## src/design/bchr_pkg.sv

```systemverilog
package bchr_pkg;

	// counter and threshold width
	localparam int unsigned CntW  = 16;
	localparam int unsigned PinW  = 16;
	localparam int unsigned DataW = 16;
	localparam int unsigned IdxW  = 2;

	localparam logic [CntW-1:0] CntMax = '1;

	// register indexes
	localparam logic [IdxW-1:0] RegBounce = 2'd0;
	localparam logic [IdxW-1:0] RegHold   = 2'd1;
	localparam logic [IdxW-1:0] RegRepeat = 2'd2;

	// register reset values
	localparam logic [CntW-1:0] DefBounce = 16'd25;
	localparam logic [CntW-1:0] DefHold   = 16'd400;
	localparam logic [CntW-1:0] DefRepeat = 16'd400;

	// button phase
	typedef enum logic [1:0] {
		PH_IDLE   = 2'd0,
		PH_HELD   = 2'd1,
		PH_REPEAT = 2'd2
	} phase_t;

	// thresholds shared by all lanes
	typedef struct packed {
		logic [CntW-1:0] bounce;
		logic [CntW-1:0] hold;
		logic [CntW-1:0] rpt;
	} cfg_t;

	// events of one button for one tick
	typedef struct packed {
		logic click;
		logic hold;
		logic rpt;
	} evt_t;

endpackage

```

## src/design/bchr_lane.sv

```systemverilog
module bchr_lane (
	input  logic           clk,
	input  logic           arst_n,
	input  logic           en,
	input  logic           pressed,
	input  bchr_pkg::cfg_t cfg,
	output bchr_pkg::evt_t evt
);
	import bchr_pkg::*;

	phase_t          phase_q, phase_n;
	logic [CntW-1:0] deb_q, deb_n, deb_inc;
	logic [CntW-1:0] ret_q, ret_n, ret_inc;

	// saturating increments
	assign deb_inc = (deb_q == CntMax) ? CntMax : deb_q + 1'b1;
	assign ret_inc = (ret_q == CntMax) ? CntMax : ret_q + 1'b1;

	// next state of the button
	always_comb begin
		phase_n = phase_q;
		deb_n   = '0;
		ret_n   = '0;
		if (pressed) begin
			deb_n = deb_inc;
			ret_n = ret_q;
			case (phase_q)
				PH_IDLE: begin
					if (deb_inc > cfg.bounce) begin
						phase_n = PH_HELD;
					end
				end
				PH_HELD: begin
					ret_n = ret_inc;
					if (ret_inc > cfg.hold) begin
						ret_n   = '0;
						phase_n = PH_REPEAT;
					end
				end
				PH_REPEAT: begin
					ret_n = ret_inc;
					if (ret_inc > cfg.rpt) begin
						ret_n = '0;
					end
				end
				default: begin
					ret_n = ret_q;
				end
			endcase
		end else begin
			phase_n = PH_IDLE;
		end
	end

	// events of this tick
	always_comb begin
		evt = '0;
		if (pressed) begin
			case (phase_q)
				PH_IDLE:   evt.click = (deb_inc > cfg.bounce);
				PH_HELD:   evt.hold  = (ret_inc > cfg.hold);
				PH_REPEAT: evt.rpt   = (ret_inc > cfg.rpt);
				default:   evt       = '0;
			endcase
		end
	end

	// state update once per transfer to the result register
	always_ff @(posedge clk or negedge arst_n) begin
		if (!arst_n) begin
			phase_q <= PH_IDLE;
			deb_q   <= '0;
			ret_q   <= '0;
		end else if (en) begin
			phase_q <= phase_n;
			deb_q   <= deb_n;
			ret_q   <= ret_n;
		end
	end

endmodule

```

## src/design/button_click_hold_repeat_core.sv

```systemverilog
// Pipeline: input register, then result register.
// Throughput: one tick per cycle while out_stall is low;
// every button lane updates in parallel in one pass.
// While a result waits on out_stall the input register takes one more tick, then in_stall rises.
// Reset (arst_n low, asynchronous): all buttons idle, counters zero, pipeline empty,
// thresholds back to 25 / 400 / 400 ticks.
module button_click_hold_repeat_core #(
	parameter int unsigned NUM_BUTTONS = 16
) (
	input  logic                           clk,
	input  logic                           arst_n,
	input  logic                           cfg_we,
	input  logic [bchr_pkg::IdxW-1:0]      cfg_index,
	input  logic [bchr_pkg::DataW-1:0]     cfg_data,
	input  logic                           in_valid,
	output logic                           in_stall,
	input  logic [bchr_pkg::PinW-1:0]      pin_levels,
	output logic                           out_valid,
	input  logic                           out_stall,
	output logic [bchr_pkg::PinW-1:0]      click_events,
	output logic [bchr_pkg::PinW-1:0]      hold_events,
	output logic [bchr_pkg::PinW-1:0]      repeat_events
);
	import bchr_pkg::*;

	// buttons past the input width never see a press, so they need no lane
	localparam int unsigned Lanes = (NUM_BUTTONS < PinW) ? NUM_BUTTONS : PinW;

	cfg_t            cfg_q;
	logic            valid_s1, valid_s2;
	logic [PinW-1:0] pin_s1;
	logic [PinW-1:0] click_s2, hold_s2, rpt_s2;
	logic [PinW-1:0] click_d, hold_d, rpt_d;
	logic            out_free, adv, in_xfer;

	// handshake
	assign out_free = !valid_s2 || !out_stall;
	assign adv      = valid_s1 && out_free;
	assign in_stall = valid_s1 && !out_free;
	assign in_xfer  = in_valid && !in_stall;

	// configuration registers
	always_ff @(posedge clk or negedge arst_n) begin
		if (!arst_n) begin
			cfg_q.bounce <= DefBounce;
			cfg_q.hold   <= DefHold;
			cfg_q.rpt    <= DefRepeat;
		end else if (cfg_we) begin
			case (cfg_index)
				RegBounce: cfg_q.bounce <= cfg_data;
				RegHold:   cfg_q.hold   <= cfg_data;
				RegRepeat: cfg_q.rpt    <= cfg_data;
				default:   cfg_q        <= cfg_q;
			endcase
		end
	end

	// input register
	always_ff @(posedge clk or negedge arst_n) begin
		if (!arst_n) begin
			valid_s1 <= 1'b0;
		end else if (in_xfer) begin
			valid_s1 <= 1'b1;
		end else if (adv) begin
			valid_s1 <= 1'b0;
		end
	end

	always_ff @(posedge clk) begin
		if (in_xfer) begin
			pin_s1 <= pin_levels;
		end
	end

	// one lane per button
	for (genvar i = 0; i < PinW; i++) begin : g_lane
		if (i < Lanes) begin : g_on
			evt_t evt;

			bchr_lane u_lane (
				.clk     (clk),
				.arst_n  (arst_n),
				.en      (adv),
				.pressed (!pin_s1[i]),
				.cfg     (cfg_q),
				.evt     (evt)
			);

			assign click_d[i] = evt.click;
			assign hold_d[i]  = evt.hold;
			assign rpt_d[i]   = evt.rpt;
		end else begin : g_off
			assign click_d[i] = 1'b0;
			assign hold_d[i]  = 1'b0;
			assign rpt_d[i]   = 1'b0;
		end
	end

	// result register
	always_ff @(posedge clk or negedge arst_n) begin
		if (!arst_n) begin
			valid_s2 <= 1'b0;
		end else if (out_free) begin
			valid_s2 <= valid_s1;
		end
	end

	always_ff @(posedge clk) begin
		if (adv) begin
			click_s2 <= click_d;
			hold_s2  <= hold_d;
			rpt_s2   <= rpt_d;
		end
	end

	assign out_valid     = valid_s2;
	assign click_events  = click_s2;
	assign hold_events   = hold_s2;
	assign repeat_events = rpt_s2;

	// a button fires at most one kind of event per tick
	a_evt_excl: assert property (@(posedge clk) disable iff (!arst_n)
		valid_s2 |-> (((click_s2 & hold_s2) | (click_s2 & rpt_s2) | (hold_s2 & rpt_s2)) == '0))
	else $error("more than one event kind for one button");

	// a new result only comes from a filled input register
	a_res_src: assert property (@(posedge clk) disable iff (!arst_n)
		$rose(valid_s2) |-> $past(valid_s1))
	else $error("result without a tick in the input register");

	// stall upstream only when the input register is occupied
	a_stall: assert property (@(posedge clk) disable iff (!arst_n)
		in_stall |-> (valid_s1 && valid_s2))
	else $error("input stalled with room in the pipeline");

endmodule
```

## config.mk

```make
export PLATFORM = sky130hd
export DESIGN_NAME = button_click_hold_repeat_core
export DESIGN_NICKNAME = d
export VERILOG_FILES = /design/src/design/bchr_pkg.sv /design/src/design/bchr_lane.sv /design/src/design/button_click_hold_repeat_core.sv
export SDC_FILE = /design/constraint.sdc
export NUM_CORES = 2
export LEC_CHECK = 0
export ABC_AREA = 0
export BUFFER_PORTS_ARGS = -buffer_cell sky130_fd_sc_hd__buf_4
export CAP_MARGIN = 25
export CORE_MARGIN = 2
export CORE_UTILIZATION = 50
export DETAILED_ROUTE_END_ITERATION = 6
export PLACE_DENSITY = 0.72
export SYNTH_ARGS = -nofsm -noshare
export SYNTH_HDL_FRONTEND = slang
export SYNTH_SLANG_ARGS = --single-unit
```

## constraint.sdc

```tcl
create_clock -name clk -period 9.1 [get_ports clk]
set_clock_uncertainty 0.1 [all_clocks]
set_input_delay 0.455 -clock clk [delete_from_list [all_inputs] [get_ports clk]]
set_output_delay 0.455 -clock clk [all_outputs]
set_load 0.03 [all_outputs]
```

==> results.sh <==
export IMPL_outcome="finished with violations"
export IMPL_violations="design-rule violations"
export IMPL_dieArea_mm2=0.112
export IMPL_grt_first_pass_wirelength_um=257000
export IMPL_seq_power_share=0.366
export IMPL_tritoncts="done"
export IMPL_yosys_area_top_type_share=0.268
export IMPL_cp_data_required_time_ns=9.54
export IMPL_fillCellCount=9677
export IMPL_synth_ff_type="sky130_fd_sc_hd__dfrtp_1"
export IMPL_num_io_pins=89
export IMPL_layout_common_cells="sky130_fd_sc_hd__ha_1 (800), sky130_fd_sc_hd__nand2_1 (785), sky130_fd_sc_hd__a21oi_1 (590)"
export IMPL_num_antenna_cells=0
export IMPL_totalNegativeSetupSlack_ns=0
export IMPL_synth_cell_type_count=84
export IMPL_arrival_ns=5.02
export IMPL_grt_pass1_vias=46400
export IMPL_synth_top_cells_by_area="sky130_fd_sc_hd__dfrtp_1 (27%), sky130_fd_sc_hd__ha_1 (18%), sky130_fd_sc_hd__a21oi_1 (5.4%)"
export IMPL_final_core_util=0.550
export IMPL_tritoncts_num_buffers=77
export IMPL_clockBufferDepth=3
export IMPL_vias=49500
export IMPL_final_antenna_net_count=0
export IMPL_crit_path_end_kind="flip-flop"
export IMPL_path_clk_slew_ns=0.06
export IMPL_route_final_wire_length_um=164000
export IMPL_syn_nets=7034
export IMPL_clkLatencyLatePin_ns=0.67
export IMPL_final_instance_count_excl_fill=7687
export IMPL_detail_route_first_pass_iterations=7
export IMPL_gp_congestion=0.925
export IMPL_placement_rows=121
export IMPL_post_dp_cell_area_mm2=0.0567
export IMPL_p_sw_mw=3.30
export IMPL_synthToLayoutAreaGrowth_pct=9.35
export IMPL_cell_pwr_density_mw_per_mm2=154
export IMPL_ys_ff_latch=658
export IMPL_drc_errors=2
export IMPL_netlist_top_cell_by_area="sky130_fd_sc_hd__dfrtp_1"
export IMPL_yosysWarnings=0
export IMPL_post_drt_wl_per_cell_um=21.3
export IMPL_finalHoldViolations=0
export IMPL_avgViaCountPerCell=6.44
export IMPL_htreeDepth=3
export IMPL_highest_clock_frequency_the_design_can_meet_ghz=0.218
export IMPL_setup_violations=0
export IMPL_syn_avg_cell_area_um2=8.82
export IMPL_critPathMaxFanout=18
export IMPL_globalRoute_totalOverflow=0
export IMPL_post_cts_setup_buffers=0
export IMPL_layout_drive_gt1_share=0.0770
export IMPL_total_leakage_power_nw=29.1
export IMPL_swShare=0.359
export IMPL_die_y_um=335
export IMPL_place_detailed_instances=7499
export IMPL_initialDrtViolationCount=4445
export IMPL_port_buffers=88
export IMPL_fin_area_mm2=0.0598
export IMPL_final_min_period_over_clock_period=0.504
export IMPL_setup_worst_path_class="flip-flop to flip-flop"
export IMPL_dpl_hpwl_um=111000
export IMPL_final_max_slew_violation_count=0
export IMPL_relSlewSlack=0.271
export IMPL_hold_path_class="primary input to flip-flop"
export IMPL_mappedNetlistArea_mm2=0.0547
export IMPL_critPathLaunchType="flip-flop"
export IMPL_grt_antenna_before_repair=1
export IMPL_largest_net_degree_at_the_start_of_global_routing=151
export IMPL_share_comb_of_total_power=0.285
export IMPL_vdd_ir_drop_worst_mv=0.121
export IMPL_timing_final_crit_period_ns=4.59
export IMPL_clock_tree_root_cell="sky130_fd_sc_hd__clkbuf_16"
export IMPL_fp_dieW_um=335
export IMPL_total_power_mw=9.18
export IMPL_async_set_reset_flop_share_out_of_synthesis=0.903
export IMPL_max_cap_viols=0
export IMPL_cts_num_sinks=658
export IMPL_actual_transition_at_the_worst_max_transition_pin_ns=1.09
export IMPL_postSynthCellCount=6195
export IMPL_placeableCoreArea_mm2=0.109
export IMPL_power_share_clock=0.349
export IMPL_edff_count_synth=64
export IMPL_synth_yosys_seq_area_share=0.307
export IMPL_p_int_mw=5.88
export IMPL_final_layout_net_count=7048
export IMPL_grt_total_usage=0.286
export IMPL_rsz0062_at_grt="false"
export IMPL_floorplan_initialDensity=0.503
export IMPL_layout_commonest_cell="sky130_fd_sc_hd__ha_1"
==> cells in the mapped netlist, types with 27 or more instances <==
| cell type | count |
|---|---|
| sky130_fd_sc_hd__ha_1 | 800 |
| sky130_fd_sc_hd__nand2_1 | 786 |
| sky130_fd_sc_hd__a21oi_1 | 590 |
| sky130_fd_sc_hd__dfrtp_1 | 585 |
| sky130_fd_sc_hd__o21ai_0 | 251 |
| sky130_fd_sc_hd__clkbuf_1 | 239 |
| sky130_fd_sc_hd__nor2_1 | 236 |
| sky130_fd_sc_hd__nand4_1 | 223 |
| sky130_fd_sc_hd__nand3_1 | 213 |
| sky130_fd_sc_hd__a22o_1 | 194 |
| sky130_fd_sc_hd__inv_1 | 189 |
| sky130_fd_sc_hd__xnor2_1 | 166 |
| sky130_fd_sc_hd__xor2_1 | 140 |
| sky130_fd_sc_hd__a31oi_1 | 134 |
| sky130_fd_sc_hd__and3_1 | 108 |
| sky130_fd_sc_hd__a21o_1 | 92 |
| sky130_fd_sc_hd__nor3_1 | 90 |
| sky130_fd_sc_hd__nand2b_1 | 85 |
| sky130_fd_sc_hd__and4_1 | 81 |
| sky130_fd_sc_hd__o22a_1 | 81 |
| sky130_fd_sc_hd__nor2b_1 | 76 |
| sky130_fd_sc_hd__a31o_2 | 64 |
| sky130_fd_sc_hd__edfxtp_1 | 64 |
| sky130_fd_sc_hd__mux2_2 | 59 |
| sky130_fd_sc_hd__and2_1 | 57 |
| sky130_fd_sc_hd__nor4_1 | 52 |
| sky130_fd_sc_hd__a32o_1 | 48 |
| sky130_fd_sc_hd__a41oi_1 | 45 |
| sky130_fd_sc_hd__o21a_1 | 40 |
| sky130_fd_sc_hd__o31ai_1 | 40 |
| sky130_fd_sc_hd__o211ai_1 | 38 |
| sky130_fd_sc_hd__buf_2 | 28 |
| sky130_fd_sc_hd__or3_1 | 27 |
==> worst paths after layout <==
kind,start,endpoint,slack (ns),cells after the start
max,g_lane[0].g_on.u_lane.ret_q[0]$_DFFE_PN0P_,g_lane[0].g_on.u_lane.ret_q[0]$_DFFE_PN0P_,4.51,12
min reg2reg,cfg_q[22]$_DFFE_PN0P_,cfg_q[22]$_DFFE_PN0P_,0.41,1
max reg2reg,g_lane[0].g_on.u_lane.ret_q[0]$_DFFE_PN0P_,g_lane[0].g_on.u_lane.ret_q[0]$_DFFE_PN0P_,4.51,12
min,cfg_data[12],cfg_q[44]$_DFFE_PN0P_,0.06,3
max in group asynchronous,arst_n,g_lane[11].g_on.u_lane.ret_q[11]$_DFFE_PN0P_,7.01,3
min in group asynchronous,arst_n,g_lane[6].g_on.u_lane.deb_q[14]$_DFFE_PN0P_,0.31,2
==> registers in the layout (all words and copies together), names as in the netlist <==
| signal | cells |
|---|---|
| valid_s1 | 1 |
| repeat_events | 16 |
| pin_s1 | 16 |
| cfg_q | 48 |
| click_events | 16 |
| out_valid | 1 |
| g_lane.g_on.u_lane.ret_q | 256 |
| g_lane.g_on.u_lane.phase_q | 32 |
| g_lane.g_on.u_lane.deb_q | 256 |
| hold_events | 16 |
==> power groups by stage <==
stage	combinational, mW	clock, mW	sequential, mW
floorplan	1.62	0	3.34
global placement	2.41	0	3.40
detailed placement	2.52	0	3.41
CTS	2.56	3.26	3.35
global route	2.88	3.37	3.38
finish	2.61	3.21	3.36
==> cells by family (layout without fill, tap and decap cells) <==
kind of cell	Yosys count	count (layout)	share of synthesized area
mux	67	67	0.0136
fa+ha+maj	800	800	0.183
compound gates	1793	1793	0.221
simple gates	2095	2095	0.192
buf+inv	476	554	0.0336
flops	658	658	0.307
xor+xnor	306	306	0.0490
==> through the flow <==
step	worst slack [ns]	hold slack, ns
CTS	4.51	0.00717
finish	4.51	0.0561
detailed placement	4.51	0.393
global placement	4.69	0.381
global route	4.17	0.0709
floorplan	5.30	0.0594
==> per-layer routing <==
metal / global-route usage / vias up / routed length [µm]
li1: - / 23400 / -
met1: 0.392 / 23900 / 71000
met2: 0.454 / 1810 / 73000
met3: 0.0441 / 380 / 13100
met4: 0.109 / 0 / 6370
met5: 0 / - / 0
==> layout make-up <==
type,count,area (µm²),share of cell area
timing repair buffer,221,1890,0.0317
sequential,658,16800,0.281
clock inverter,41,385,0.00645
tap,1414,1770,0.0296
clock buffer,102,2170,0.0362
multi-input combinational,5061,36000,0.603
inverter,190,721,0.0121
==> worst max-delay path: stages (launching register included) <==
cell	delay [ns]
sky130_fd_sc_hd__dfrtp_1	0.40
sky130_fd_sc_hd__ha_1	0.21
sky130_fd_sc_hd__nand3_1	0.20
sky130_fd_sc_hd__nor4_1	0.56
sky130_fd_sc_hd__nand2b_1	0.49
sky130_fd_sc_hd__nand2_1	0.27
sky130_fd_sc_hd__ha_1	0.28
sky130_fd_sc_hd__a21oi_1	0.13
sky130_fd_sc_hd__o21ai_0	0.09
sky130_fd_sc_hd__or4_1	0.53
sky130_fd_sc_hd__a211oi_2	0.49
sky130_fd_sc_hd__nor2_1	0.38
sky130_fd_sc_hd__o41ai_1	0.33
==> repair_timing <==
item | in CTS | in global routing
hold endpoints to repair | 148 | 0
setup endpoints to repair | 0 | 0
resized for setup | 0 | 0
hold buffers | 35 | 0
Note: power is estimated with default switching activity, not from simulation.
